[config.mk]
export PLATFORM = sky130hd
export DESIGN_NAME = hamming_encode_and_syndrome_top
export DESIGN_NICKNAME = d
export VERILOG_FILES = /design/src/rtl/core/hes_pkg.sv /design/src/rtl/core/hamming_encode_and_syndrome_top.sv
export SDC_FILE = /design/constraint.sdc
export NUM_CORES = 1
export LEC_CHECK = 0
export BUFFER_PORTS_ARGS = -buffer_cell sky130_fd_sc_hd__buf_2
export CAP_MARGIN = 20
export CORE_AREA = 2 2 147 149
export CTS_CLUSTER_DIAMETER = 150
export DETAILED_ROUTE_END_ITERATION = 8
export DIE_AREA = 0 0 149 151
export HOLD_SLACK_MARGIN = 0.1
export MAX_ROUTING_LAYER = met4
export PLACE_DENSITY = 0.78
export SETUP_SLACK_MARGIN = 0.3
export SKIP_CTS_REPAIR_TIMING = 1
export SLEW_MARGIN = 20
export SYNTH_ARGS = -nofsm -noshare
export SYNTH_HDL_FRONTEND = slang
export SYNTH_SLANG_ARGS = --single-unit
[constraint.sdc]
create_clock -name clk -period 6.1 [get_ports clk]
set_clock_uncertainty 0.05 [all_clocks]
set_input_delay 1.83 -clock clk [delete_from_list [all_inputs] [get_ports clk]]
set_output_delay 1.83 -clock clk [all_outputs]
set_load 0.05 [all_outputs]
[src/rtl/core/hes_pkg.sv]
package hes_pkg;

    localparam int CODE_BITS  = 63;
    localparam int DATA_BITS  = 57;
    localparam int SYN_BITS   = 6;
    localparam int LEN_BITS   = 6;
    localparam int PLEN_BITS  = 3;
    localparam int NSUM_BITS  = 7;
    localparam int GRP_SIZE   = 8;
    localparam int GRP_COUNT  = (CODE_BITS + GRP_SIZE - 1) / GRP_SIZE;

    localparam logic [LEN_BITS-1:0]  DATA_LEN_RESET   = 6'd4;
    localparam logic [PLEN_BITS-1:0] PARITY_LEN_RESET = 3'd3;

    typedef enum logic [0:0] {
        REG_DATA_LEN   = 1'b0,
        REG_PARITY_LEN = 1'b1
    } cfg_reg_t;

    typedef logic [CODE_BITS-1:0] code_word_t;

    // True when position k (counted from 1) is a power of two.
    function automatic logic is_parity_pos(input int k);
        return (k & (k - 1)) == 0;
    endfunction

    // Message bit index carried by data position k: the count of data
    // positions below k.
    function automatic logic [LEN_BITS-1:0] data_index(input int k);
        int cnt;
        cnt = 0;
        for (int p = 1; p < k; p++) begin
            if (!is_parity_pos(p)) begin
                cnt++;
            end
        end
        return LEN_BITS'(cnt);
    endfunction

endpackage

[src/rtl/core/hamming_encode_and_syndrome_top.sv]
// Even-parity Hamming encoder and syndrome checker. Each input word carries a
// mode bit: in encode mode the message in data_bits is spread over the
// non-power-of-two positions of a codeword of data_len + parity_len positions
// and the parity bits at the power-of-two positions are filled in; in check
// mode the syndrome of received is reported, which is the position of a
// single bit error or zero. Nothing is corrected. The user must write the
// register pair data_len and parity_len through the cfg port only while the
// block is idle; the block itself does not enforce this. An unusable pair (too
// few parity bits, or more than 63 positions) yields a result word with
// config_error set and all other fields zero. The block takes one word every
// cycle while the output side does not stall. The three stages are input
// masking and message scatter, a first level of XOR reduction into
// eight-position groups, and the final reduction with parity insertion that
// fills the output register. A stalled output holds its word while the
// earlier stages keep filling until every stage is occupied.
module hamming_encode_and_syndrome_top (
    input  logic                                clk,
    input  logic                                rst_n,
    input  logic                                cfg_we,
    input  hes_pkg::cfg_reg_t                   cfg_index,
    input  logic [hes_pkg::LEN_BITS-1:0]        cfg_data,
    input  logic                                in_valid,
    output logic                                in_ready,
    input  logic                                mode,
    input  logic [hes_pkg::DATA_BITS-1:0]       data_bits,
    input  logic [hes_pkg::CODE_BITS-1:0]       received,
    output logic                                out_valid,
    input  logic                                out_ready,
    output logic [hes_pkg::CODE_BITS-1:0]       codeword,
    output logic [hes_pkg::SYN_BITS-1:0]        syndrome,
    output logic                                config_error
);
    import hes_pkg::*;

    // Configuration registers.
    logic [LEN_BITS-1:0]  data_len_reg;
    logic [PLEN_BITS-1:0] parity_len_reg;

    // Pipeline valid bits and stage enables.
    logic s1_valid_reg, s2_valid_reg, s3_valid_reg;
    logic s1_valid_next, s2_valid_next, s3_valid_next;
    logic s1_en, s2_en, s3_en;

    // Stage 1: masked word, mode and setting check.
    code_word_t s1_word_reg, s1_word_next;
    logic       s1_mode_reg;
    logic       s1_bad_reg, s1_bad_next;

    // Stage 2: partial parities, one per syndrome bit and group.
    logic [SYN_BITS-1:0][GRP_COUNT-1:0] s2_part_reg, s2_part_next;
    code_word_t s2_word_reg;
    logic       s2_mode_reg;
    logic       s2_bad_reg;

    // Stage 3: output register.
    code_word_t          s3_code_reg, s3_code_next;
    logic [SYN_BITS-1:0] s3_syn_reg, s3_syn_next;
    logic                s3_err_reg;

    logic [NSUM_BITS-1:0] code_len;
    logic [7:0]           parity_span;
    logic [SYN_BITS-1:0]  syn_full;
    logic [SYN_BITS-1:0]  syn_mask;

    // Configuration writes; the register index selects the target.
    always_ff @(posedge clk or negedge rst_n) begin
        if (!rst_n) begin
            data_len_reg   <= DATA_LEN_RESET;
            parity_len_reg <= PARITY_LEN_RESET;
        end
        else if (cfg_we) begin
            case (cfg_index)
                REG_DATA_LEN:   data_len_reg   <= cfg_data;
                REG_PARITY_LEN: parity_len_reg <= cfg_data[PLEN_BITS-1:0];
                default:        data_len_reg   <= data_len_reg;
            endcase
        end
    end

    // A stage advances when it is empty or when the stage after it advances.
    assign s3_en    = !s3_valid_reg || out_ready;
    assign s2_en    = !s2_valid_reg || s3_en;
    assign s1_en    = !s1_valid_reg || s2_en;
    assign in_ready = s1_en;

    always_comb begin
        s1_valid_next = s1_en ? in_valid     : s1_valid_reg;
        s2_valid_next = s2_en ? s1_valid_reg : s2_valid_reg;
        s3_valid_next = s3_en ? s2_valid_reg : s3_valid_reg;
    end

    always_ff @(posedge clk or negedge rst_n) begin
        if (!rst_n) begin
            s1_valid_reg <= 1'b0;
            s2_valid_reg <= 1'b0;
            s3_valid_reg <= 1'b0;
        end
        else begin
            s1_valid_reg <= s1_valid_next;
            s2_valid_reg <= s2_valid_next;
            s3_valid_reg <= s3_valid_next;
        end
    end

    // Stage 1. The code length is data_len + parity_len. In encode mode each
    // data position takes its message bit when that bit is in use; the parity
    // positions stay clear until the last stage. In check mode the received
    // bits beyond the code length are dropped.
    assign code_len    = NSUM_BITS'(data_len_reg) + NSUM_BITS'(parity_len_reg);
    assign parity_span = 8'd1 << parity_len_reg;

    always_comb begin
        s1_bad_next = (parity_span < (8'(code_len) + 8'd1))
                   || (code_len > NSUM_BITS'(CODE_BITS));
        for (int k = 1; k <= CODE_BITS; k++) begin
            if (mode) begin
                s1_word_next[k-1] = received[k-1] && (NSUM_BITS'(k) <= code_len);
            end
            else if (is_parity_pos(k)) begin
                s1_word_next[k-1] = 1'b0;
            end
            else begin
                s1_word_next[k-1] = data_bits[data_index(k)]
                                 && (data_index(k) < data_len_reg);
            end
        end
    end

    // Stage 2. Syndrome bit b is the parity of every set position whose
    // index has bit b set; each group of eight positions is reduced here.
    always_comb begin
        for (int b = 0; b < SYN_BITS; b++) begin
            for (int g = 0; g < GRP_COUNT; g++) begin
                s2_part_next[b][g] = 1'b0;
                for (int t = 0; t < GRP_SIZE; t++) begin
                    if ((g * GRP_SIZE + t + 1 <= CODE_BITS)
                        && (((g * GRP_SIZE + t + 1) >> b) & 1) == 1) begin
                        s2_part_next[b][g] = s2_part_next[b][g]
                                           ^ s1_word_reg[g * GRP_SIZE + t];
                    end
                end
            end
        end
    end

    // Stage 3. The group parities are folded into the full syndrome. In
    // encode mode the syndrome bits of the data-only word are exactly the
    // parity bits, so they are dropped into the power-of-two positions.
    assign syn_mask = SYN_BITS'((8'd1 << parity_len_reg) - 8'd1);

    always_comb begin
        for (int b = 0; b < SYN_BITS; b++) begin
            syn_full[b] = ^s2_part_reg[b];
        end
        s3_code_next = '0;
        s3_syn_next  = '0;
        if (!s2_bad_reg) begin
            if (s2_mode_reg) begin
                s3_syn_next = syn_full & syn_mask;
            end
            else begin
                s3_code_next = s2_word_reg;
                for (int i = 0; i < SYN_BITS; i++) begin
                    s3_code_next[(1 << i) - 1] = syn_full[i];
                end
            end
        end
    end

    // Payload registers follow their stage enables and need no reset.
    always_ff @(posedge clk) begin
        if (s1_en) begin
            s1_word_reg <= s1_word_next;
            s1_mode_reg <= mode;
            s1_bad_reg  <= s1_bad_next;
        end
        if (s2_en) begin
            s2_part_reg <= s2_part_next;
            s2_word_reg <= s1_word_reg;
            s2_mode_reg <= s1_mode_reg;
            s2_bad_reg  <= s1_bad_reg;
        end
        if (s3_en) begin
            s3_code_reg <= s3_code_next;
            s3_syn_reg  <= s3_syn_next;
            s3_err_reg  <= s2_bad_reg;
        end
    end

    assign out_valid    = s3_valid_reg;
    assign codeword     = s3_code_reg;
    assign syndrome     = s3_syn_reg;
    assign config_error = s3_err_reg;

endmodule

# == After elaboration in Yosys (flattened, before gate mapping) ==
# Cells that the tools add are included.
# W data, S select, Z words.
# classes
n_addsub,58
n_lt_le_gt_ge,178
shifts,1
mux,225
n_bitwise,121
reduce_logical,137
# op_table
op,count
$lt A6 B7 Y1 const B,56
$bmux W1 S6,56
$lt A6 B6 Y1,56
$mux W6,56
$add A6 B2 Y6 const B,55
$le A6 B7 Y1 const A,32
$logic_and A1 B1 Y1,120
$xor A1 B1 Y1,118
$mux W1,113
$le A5 B7 Y1 const A,16
$le A4 B7 Y1 const A,8
$reduce_xor A8 Y1,6
$le A3 B7 Y1 const A,4
$le A2 B7 Y1 const A,2
$add A7 B1 Y8 const B,1
$lt A8 B8 Y1,1
$shl A1 B3 Y8 const A,1
$add A6 B3 Y7,1
$gt A7 B6 Y1 const B,1
$le A1 B7 Y1 const A,1
$and A6 B6 Y6,1
$lt A1 B6 Y1 const A,1
$sub A6 B1 Y6 const B,1
$logic_or A1 B1 Y1,4
other kinds (4),9
# totals
ff_bits,255
input_bits,133
output_inout_bits,72
elab_cells,741

# == Longest topological paths before layout ==
# Gate-level depths: netlist of run 1.
# depth
word_depth,115
depth_mapped,14
mapped_depth_nobuf,14

# == Least setup slack after synthesis of run 1 ==
# Ideal clock, no wire load.
# synth_timing
path_kind,input -> output
start,input out_ready
end,output in_ready
arrival_time_ns,4.147
required_time_ns,4.220
setup_slack_ns,0.073
cell_stages,1
path_buffers,0
cell_sequence,nand4b_1
# synth_between
elab_chain_cells,3
# synth_lines
element,line,rtl
from (decl),hamming_encode_and_syndrome_top.sv:28,"input logic out_ready,"
$logic_or A1 B1 Y1,hamming_encode_and_syndrome_top.sv:81,assign s3_en = !s3_valid_reg || out_ready;
$logic_or A1 B1 Y1,hamming_encode_and_syndrome_top.sv:82,assign s2_en = !s2_valid_reg || s3_en;
$logic_or A1 B1 Y1,hamming_encode_and_syndrome_top.sv:83,assign s1_en = !s1_valid_reg || s2_en;
to (decl),hamming_encode_and_syndrome_top.sv:23,"output logic in_ready,"
# No other way between the ends.

# == Final worst setup path of run 1 ==
# layout_timing
start,register parity_len_reg[0]
end,register s1_bad_reg (data pin)
# layout_between
elab_chain_cells,4
word_cells_on_any_way,6
cone_classes,add/sub (2); order compare (2); shift (1); reduce/logical (1)
# layout_lines
element,line,rtl
from (decl),hamming_encode_and_syndrome_top.sv:37,logic [PLEN_BITS-1:0] parity_len_reg;
from (signal assigned),hamming_encode_and_syndrome_top.sv:74,REG_PARITY_LEN: parity_len_reg <= cfg_data[PLEN_BITS-1:0];
$add A6 B3 Y7,hamming_encode_and_syndrome_top.sv:109,assign code_len = NSUM_BITS'(data_len_reg) + NSUM_BITS'(parity_len_reg);
$add A7 B1 Y8,hamming_encode_and_syndrome_top.sv:113,s1_bad_next = (parity_span < (8'(code_len) + 8'd1))
$lt A8 B8 Y1,hamming_encode_and_syndrome_top.sv:113,
$logic_or A1 B1 Y1 *,hamming_encode_and_syndrome_top.sv:114,|| (code_len > NSUM_BITS'(CODE_BITS));
net s1_bad_next,hamming_encode_and_syndrome_top.sv:47,"logic s1_bad_reg, s1_bad_next;"
to (signal assigned),hamming_encode_and_syndrome_top.sv:175,s1_bad_reg <= s1_bad_next;
to (decl),hamming_encode_and_syndrome_top.sv:47,
# Mark *: on every way through the listed nets, which the timed path passes. The rest lies on a longest branch.
# A chain may end at the register's enable or synchronous reset.

==> results of run 1 <==
-- cell usage after synthesis, types with 3 or more instances --
| cell | instances |
|---|---|
| buf_2 | 8 |
| xor2_1 | 23 |
| a32o_1 | 4 |
| clkbuf_1 | 32 |
| or2_2 | 4 |
| and2_1 | 59 |
| nand3_1 | 21 |
| inv_1 | 13 |
| nand2b_1 | 10 |
| nor3b_1 | 4 |
| o31ai_1 | 5 |
| mux2i_1 | 3 |
| a21oi_1 | 38 |
| nor3_1 | 9 |
| o22ai_1 | 20 |
| nor2_1 | 51 |
| and3_1 | 8 |
| o21a_1 | 3 |
| o21ai_1 | 20 |
| o21ai_0 | 36 |
| xnor2_1 | 100 |
| nand4_1 | 4 |
| dfstp_2 | 3 |
| o211ai_1 | 18 |
| or3_1 | 6 |
| ha_1 | 15 |
| nand2_1 | 87 |
| nor2b_1 | 5 |
| o311ai_1 | 3 |
| mux2_2 | 7 |
| a31o_1 | 6 |
| dfrtp_1 | 9 |
| edfxtp_1 | 229 |
| a31oi_1 | 7 |
-- stage by stage --
stage | instances | util (%) | instance area [µm²]
final | 1416 | 65.14 | 13560
after global routing | 1416 | 65.14 | 13560
after CTS | 1416 | 65.14 | 13560
after detailed placement | 1374 | 61.59 | 12820
after global placement | 1374 | 61.59 | 12820
after floorplan | 924 | - | 11510
-- final timing paths --
| path | slack [ns] | start | endpoint | cells after the start |
|---|---|---|---|---|
| setup reg to reg | 1.59 | parity_len_reg[0]$_DFFE_PN1P_ | s1_bad_reg$_DFFE_PP_ | 13 |
| min in group asynchronous | 1.13 | rst_n | s1_valid_reg$_DFFE_PN0P_ | 1 |
| max in group asynchronous | 4.59 | rst_n | parity_len_reg[1]$_DFFE_PN1P_ | 1 |
| hold reg to reg | 0.37 | s1_word_reg[31]$_SDFFCE_PN0P_ | s2_word_reg[31]$_DFFE_PP_ | 0 |
| hold / removal | 0.37 | s1_word_reg[31]$_SDFFCE_PN0P_ | s2_word_reg[31]$_DFFE_PP_ | 0 |
| setup / recovery | 1.59 | parity_len_reg[0]$_DFFE_PN1P_ | s1_bad_reg$_DFFE_PP_ | 13 |
-- routing by layer --
metal	vias up	GRT usage, %	wire, µm
met2	504	49.84	16540
met3	81	5.151	3197
met5	-	-	0
met4	0	10.62	1187
li1	3791	-	-
met1	4073	46.14	15020
-- where the power goes --
part,internal (mW),switching [mW]
clock network,0.787,0.600
registers,2.28,0.209
logic,0.717,1.51
total,3.79,2.32
-- cell families (layout without fill, tap and decap cells) --
group,after synthesis,after routing,synth area share (%)
compound gates,194,194,11.06
xor+xnor,124,124,9.553
fa+ha+maj,16,16,1.804
buf+inv,58,275,2.011
flops,241,241,62.37
mux,11,11,1.065
other cells,1,1,0.03257
simple gates,279,279,12.10
-- layout make-up --
| class | instances | share of cell area, % |
|---|---|---|
| clock buffer | 27 | 4.668 |
| clock inverter | 15 | 0.7749 |
| inverter | 15 | 0.4151 |
| multi-input combinational | 625 | 30.27 |
| sequential | 241 | 52.94 |
| tap | 275 | 2.537 |
| timing repair buffer | 218 | 8.395 |
==> impl_metrics.tcl, run 1 <==
set metrics [dict create \
    grt.overflow.total 0 \
    synthArstFlopShare_pct 4.979 \
    wirelength_um 35940 \
    ys_seq_elements 241 \
    hold_violations 0 \
    antenna_found_initial 1 \
    leakage_nw 5.386 \
    ys_warn_count 0 \
    dr_total_vias 8449 \
    die_width_um 149 \
    place_ws_ns 1.731 \
    crit_slowest_cell "xnor2_1" \
    critical_path_arrival_ns 4.82 \
    fin_tns_setup_ns 0 \
    worst_path_dominant_cell_family "XOR/XNOR gates" \
    critPathLaunchType "flop" \
    initial_core_util_pct 55.29 \
    yosysTopAreaCellShare_pct 59.73 \
    grt_pass1_vias 8116 \
    total_power_mw 6.104 \
    cts.sinks 241 \
    multiInputGateArea_um2 4105 \
    antenna_cells 0 \
    synth_nets 1073 \
    final_max_slew_viol_count 0 \
    io_buffers 204 \
    final_nets 1274 \
    die_area_um2 22500 \
    post-route-worst-setup-slack_ns 1.589 \
    antenna_left 0 \
    slowest_delay_ns 0.90 \
    synth.area.top_cells "edfxtp_1 60%, xnor2_1 7.6%, and2_1 3.2%" \
    cts-root-buf "clkbuf_16" \
    fin_crit_sh_pct 73.96 \
    drtIter0Drc 838 \
    syn_area_um2 11510 \
    yosys.area.top_type "edfxtp_1" \
    n_fill_cell 1550 \
    dp_hpwl_um 26770 \
    drive_above_1_share_pct 24.80 \
    track_usage_pct 32.89 \
    grt_pass1_wl_um 51720 \
    syn_to_final_growth_pct 17.81 \
    whs_ns 0.3690 \
    worst-path-buf-inv 1 \
    status "completed" \
    ys_seq_area_share_pct 62.37 \
    firstDrtPassIters 5 \
    tritoncts "built" \
    layout_common_cells "229 x edfxtp_1, 204 x buf_2, 100 x xnor2_1" \
    h-tree-depth 1 \
    syn_inst 924 \
    p_per_area_nw_per_um2 450.0 \
    pin_count 205 \
    drc 0 \
    cts_buffers 24 \
    tightest_slew_ns 1.111 \
    rsz0062_at_grt "no" \
    wire_per_inst_um 25.38 \
    path_cells "ha_1 -> inv_1 -> fa_1 -> and2b_1 -> o21ai_4 -> xnor2_1 -> and3_1 -> xnor2_1 -> ha_1 -> a21oi_1 -> nor2b_1 -> o31a_1 -> o21ai_0" \
    clock.fmax_mhz 221.7 \
    core_region_area_um2 20820 \
    critical_path_class "reg -> reg" \
    path_max_fanout 14 \
    slew_headroom_pct 25.40 \
    path_clk_slew_ns 0.06 \
    ys_types 72 \
    gp_congestion 0.9676 \
    rows 53 \
    synth-edff-count 229 \
    timing.final.crit_period_ns 4.511 \
    synth_area_per_cell_um2 12.46 \
    vias_per_cell 5.967 \
    grt_max_degree 96 \
    cp-end-kind "flop" \
    synth_flop_cell "edfxtp_1" \
    die_h_um 151 \
    setup_viol 0 \
    layout_commonest_cell "edfxtp_1" \
    cts_buffer_depth 3 \
    cp.required_ns 6.41 \
    max_cap_violations 0 \
    hold_class "reg -> reg" \
    regArea_um2 7181 \
    clkLatencyLatePin_ns 0.52 \
    vdd_ir_drop_max_mv 0.2598 \
]
Power figures use the tool's default switching activity.
==> run 2, diff against run 1 <==
Clock period 6.1 ns to 4.3 ns, I/O delays scaled along.
==> impl_metrics.tcl, run 2 (synthesis results as in run 1) <==
set metrics [dict create \
    grt_max_degree 96 \
    die_width_um 149 \
    cts-root-buf "clkbuf_16" \
    total_power_mw 8.630 \
    io_buffers 204 \
    wirelength_um 36210 \
    path_max_fanout 12 \
    place_ws_ns 0.6817 \
    rrSetupSlack_ns 0.61 \
    tightest_slew_ns 0.9301 \
    r2r_cells 12 \
    rsz0062_at_grt "no" \
    slowest_delay_ns 0.64 \
    cts.sinks 241 \
    post-route-worst-setup-slack_ns 0.6109 \
    grt_pass1_wl_um 52470 \
    final_nets 1288 \
    dr_wl_met3_um 3538 \
    worstReg2RegEnd "s1_bad_reg$_DFFE_PP_" \
    dp_hpwl_um 27320 \
    antenna_found_initial 0 \
    highest_layer "met4" \
    firstDrtPassIters 6 \
    gp_congestion 0.9717 \
    hold_violations 0 \
    antenna_cells 0 \
    initial_core_util_pct 55.29 \
    antenna_left 0 \
    fin_crit_sh_pct 85.79 \
    cp.required_ns 4.62 \
    fin_tns_setup_ns 0 \
    grt.overflow.total 0 \
    tritoncts "built" \
    worst-path-buf-inv 1 \
    critPathLaunchType "flop" \
    met2_length_um 17090 \
    layout_common_cells "229 x edfxtp_1, 204 x buf_2, 100 x xnor2_1" \
    holdPathStages 0 \
    crit_end "s1_bad_reg$_DFFE_PP_" \
    crit_slowest_cell "fa_1" \
    status "completed" \
    p_per_area_nw_per_um2 632.3 \
    wire_per_inst_um 25.32 \
    max_cap_violations 0 \
    timing.final.crit_period_ns 3.689 \
    dr_total_vias 8553 \
    critical_path_class "reg -> reg" \
    critical_path_arrival_ns 4.01 \
    slew_headroom_pct 37.77 \
    drt-met1-wl_um 14690 \
    track_usage_pct 33.41 \
    drc 0 \
    rows 53 \
    layout_commonest_cell "edfxtp_1" \
    drive_above_1_share_pct 25.28 \
    r2r_start "parity_len_reg[0]$_DFFE_PN1P_" \
    cts_buffer_depth 3 \
    vias_per_cell 5.981 \
    cts_buffers 24 \
    cp-end-kind "flop" \
    clkLatencyLatePin_ns 0.52 \
    clock.fmax_mhz 271.1 \
    final_max_slew_viol_count 0 \
    grt_pass1_vias 8317 \
    syn_to_final_growth_pct 18.56 \
    startpoint "parity_len_reg[0]$_DFFE_PN1P_" \
    core_region_area_um2 20820 \
    pin_count 205 \
    worst_path_dominant_cell_family "adder cells" \
    h-tree-depth 1 \
    setup_viol 0 \
    die_h_um 151 \
    cp.depth 12 \
    leakage_nw 5.436 \
    vdd_ir_drop_max_mv 0.5372 \
    path_cells "ha_1 -> inv_1 -> fa_1 -> nand2b_1 -> nor2_1 -> and3_1 -> xnor2_1 -> ha_1 -> o2111ai_1 -> a21oi_1 -> o31a_1 -> o21ai_0" \
    drtIter0Drc 825 \
    cp_common_cell "ha_1" \
    hold_class "reg -> reg" \
    path_clk_slew_ns 0.06 \
    die_area_um2 22500 \
]
==> run 2: cell types whose count changed in the layout (fill, tap and decap cells not counted), sizes merged <==
cell    before  now
inv         16   15
clkbuf      27   31
clkinv      12   10
bufinv       1    0
buf        218  232
==> run 2: cell type report <==
class                      instances  area [µm²]
clock buffer                      31       648.1
clock inverter                    11       58.81
tap                              275       344.1
sequential                       241        7181
multi-input combinational        625        4105
fill                            1574        7173
inverter                          15       56.30
timing repair buffer             232        1256
==> run 2: worst min path at each step <==
stage	end	slack [ns]	startpoint
after floorplan	s2_bad_reg$_DFFE_PP_	0.35	s1_bad_reg$_DFFE_PP_
after global placement	s2_mode_reg$_DFFE_PP_	0.35	s1_mode_reg$_DFFE_PP_
after detailed placement	s2_mode_reg$_DFFE_PP_	0.36	s1_mode_reg$_DFFE_PP_
after CTS	s2_mode_reg$_DFFE_PP_	0.37	s1_mode_reg$_DFFE_PP_
after global routing	s2_bad_reg$_DFFE_PP_	0.38	s1_bad_reg$_DFFE_PP_
final	s2_mode_reg$_DFFE_PP_	0.37	s1_mode_reg$_DFFE_PP_
==> run 2: worst register-to-register path: stages (launching register included) <==
cell and delay, ns:
dfstp_2 0.62, ha_1 0.26, inv_1 0.07, fa_1 0.64
nand2b_1 0.27, nor2_1 0.30, and3_1 0.28, xnor2_1 0.18
ha_1 0.30, o2111ai_1 0.10, a21oi_1 0.06, o31a_1 0.27
o21ai_0 0.14
==> run 2: where the power goes <==
| part | total (mW) | switching (mW) | internal, mW |
|---|---|---|---|
| Combinational | 3.17 | 2.12 | 1.05 |
| Sequential | 3.55 | 0.310 | 3.24 |
| Clock | 1.92 | 0.854 | 1.06 |
| Total | 8.63 | 3.28 | 5.35 |
==> run 2: routing by layer <==
layer  up-vias  global-route usage [%]
li1       3820                       -
met1      4154                   46.06
met2       506                   52.17
met3        73                   5.964
met4         0                   8.381
met5         -                       -
==> run 2: stage by stage <==
stage          hold WS [ns]  utilization [%]  cells  cell area, µm²
2_1_floorplan        0.3503                -    924           11510
4_1_cts              0.3695            65.55   1430           13650
6_report             0.3684            65.55   1430           13650
5_1_grt              0.3796            65.55   1430           13650
3_3_place_gp         0.3514            62.16   1388           12940
3_5_place_dp         0.3565            62.16   1388           12940
==> run 3, diff against run 2 <==
Settings changed: CTS_BUF_LIST set to sky130_fd_sc_hd__clkbuf_8 sky130_fd_sc_hd__clkbuf_16, PLACE_DENSITY 0.78 to unset, PLACE_DENSITY_LB_ADDON set to 0.3.
==> impl_metrics.tcl, run 3 (synthesis results as in run 1) <==
set metrics [dict create \
    status "completed" \
    cts_buffers 25 \
    track_usage_pct 31.76 \
    drtIter0Drc 1047 \
    grt_max_degree 58 \
    drc 0 \
    rrSetupSlack_ns 0.54 \
    met1_usage_pct 43.52 \
    cts.sinks 241 \
    layout_common_cells "229 x edfxtp_1, 204 x buf_2, 100 x xnor2_1" \
    timing.final.crit_period_ns 3.756 \
    p_per_area_nw_per_um2 630.2 \
    antenna_left 0 \
    final_max_slew_viol_count 0 \
    grt_pass1_wl_um 50200 \
    io_buffers 204 \
    cts-root-buf "clkbuf_16" \
    post-route-worst-setup-slack_ns 0.5440 \
    core_region_area_um2 20820 \
    drive_above_1_share_pct 25.17 \
    h-tree-depth 1 \
    cts_buffer_depth 3 \
    use_met3_pct 3.765 \
    post_dp_cell_area_um2 12910 \
    whs_ns 0.3731 \
    grt_pass1_vias 8128 \
    r2r_start "parity_len_reg[0]$_DFFE_PN1P_" \
    whs_endpoint "s2_mode_reg$_DFFE_PP_" \
    vdd_ir_drop_max_mv 0.4265 \
    initial_core_util_pct 55.29 \
    fin_area_um2 13630 \
    syn_to_final_growth_pct 18.38 \
    clock.fmax_mhz 266.2 \
    setup_viol 0 \
    final_nets 1286 \
    critical_path_arrival_ns 4.05 \
    antenna_cells 0 \
    die_h_um 151 \
    grt.busiest_layer "met2" \
    hold_start "s1_mode_reg$_DFFE_PP_" \
    cp.required_ns 4.59 \
    fin_crit_sh_pct 87.35 \
    n_fill_cell 1596 \
    grt.overflow.total 0 \
    worstReg2RegEnd "s1_bad_reg$_DFFE_PP_" \
    vias_per_cell 5.940 \
    slew_headroom_pct 50.36 \
    leakage_nw 5.455 \
    tritoncts "built" \
    critPathLaunchType "flop" \
    place_ws_ns 0.6032 \
    layout_commonest_cell "edfxtp_1" \
    pin_count 205 \
    startpoint "parity_len_reg[0]$_DFFE_PN1P_" \
    antenna_found_initial 1 \
    dp_hpwl_um 26640 \
    rows 53 \
    wirelength_um 34990 \
    gp_congestion 0.9963 \
    path_max_fanout 12 \
    holdPathStages 0 \
    wire_per_inst_um 24.52 \
    met2_usage_pct 50.83 \
    cp-end-kind "flop" \
    hold_class "reg -> reg" \
    hold_violations 0 \
    firstDrtPassIters 6 \
    tightest_slew_ns 0.7446 \
    rsz0062_at_grt "no" \
    die_width_um 149 \
    clkLatencyLatePin_ns 0.53 \
    r2r_cells 12 \
    die_area_um2 22500 \
    path_clk_slew_ns 0.06 \
    fin_tns_setup_ns 0 \
    max_cap_violations 0 \
    dr_total_vias 8476 \
    critical_path_class "reg -> reg" \
]
[run 3: worst max path at each step]
stage,endpoint,slack [ns]
floorplan,in_ready,-0.65
global placement,s1_bad_reg$_DFFE_PP_,0.73
detailed placement,s1_bad_reg$_DFFE_PP_,0.60
CTS,s1_bad_reg$_DFFE_PP_,0.59
global route,s1_bad_reg$_DFFE_PP_,0.35
finish,s1_bad_reg$_DFFE_PP_,0.54
[run 3: metrics by stage]
stage / instances / util, % / power [mW]
2_1_floorplan: 924 / - / 5.503
3_3_place_gp: 1385 / 62.01 / 6.592
3_5_place_dp: 1385 / 62.01 / 6.633
4_1_cts: 1427 / 65.45 / 8.559
5_1_grt: 1427 / 65.45 / 8.876
6_report: 1427 / 65.45 / 8.588
[run 3: area by class of cell]
type	count	area, µm²	area share [%]
Clock inverter	17	90.09	0.6610
Inverter	15	56.30	0.4131
Multi-Input combinational cell	625	4110	30.16
Clock buffer	25	625.6	4.591
Tap cell	275	344.1	2.525
Timing Repair Buffer	229	1221	8.961
Sequential cell	241	7181	52.69
[run 3: per-layer routing]
| layer | up-vias | share of wire (%) |
|---|---|---|
| met3 | 60 | 8.8 |
| met5 | - | 0 |
| met1 | 4097 | 41 |
| met4 | 0 | 2.8 |
| li1 | 3805 | - |
| met2 | 514 | 48 |
[run 3: worst max-delay path: stages (launching register included)]
cell	delay (ns)
dfstp_2	0.62
ha_1	0.25
inv_1	0.07
fa_1	0.62
nand2b_1	0.25
nor2_1	0.29
and3_1	0.28
xnor2_1	0.18
ha_1	0.30
a21oi_1	0.16
nor2b_1	0.06
o31a_1	0.24
o21ai_0	0.20
[run 3: report_power, final]
| part | total, mW | switching (mW) | leakage (nW) | internal, mW |
|---|---|---|---|---|
| combinational | 3.13 | 2.09 | 2.50 | 1.03 |
| clock | 1.92 | 0.867 | 0.377 | 1.06 |
| sequential | 3.54 | 0.302 | 2.58 | 3.24 |
| total | 8.59 | 3.26 | 5.45 | 5.33 |
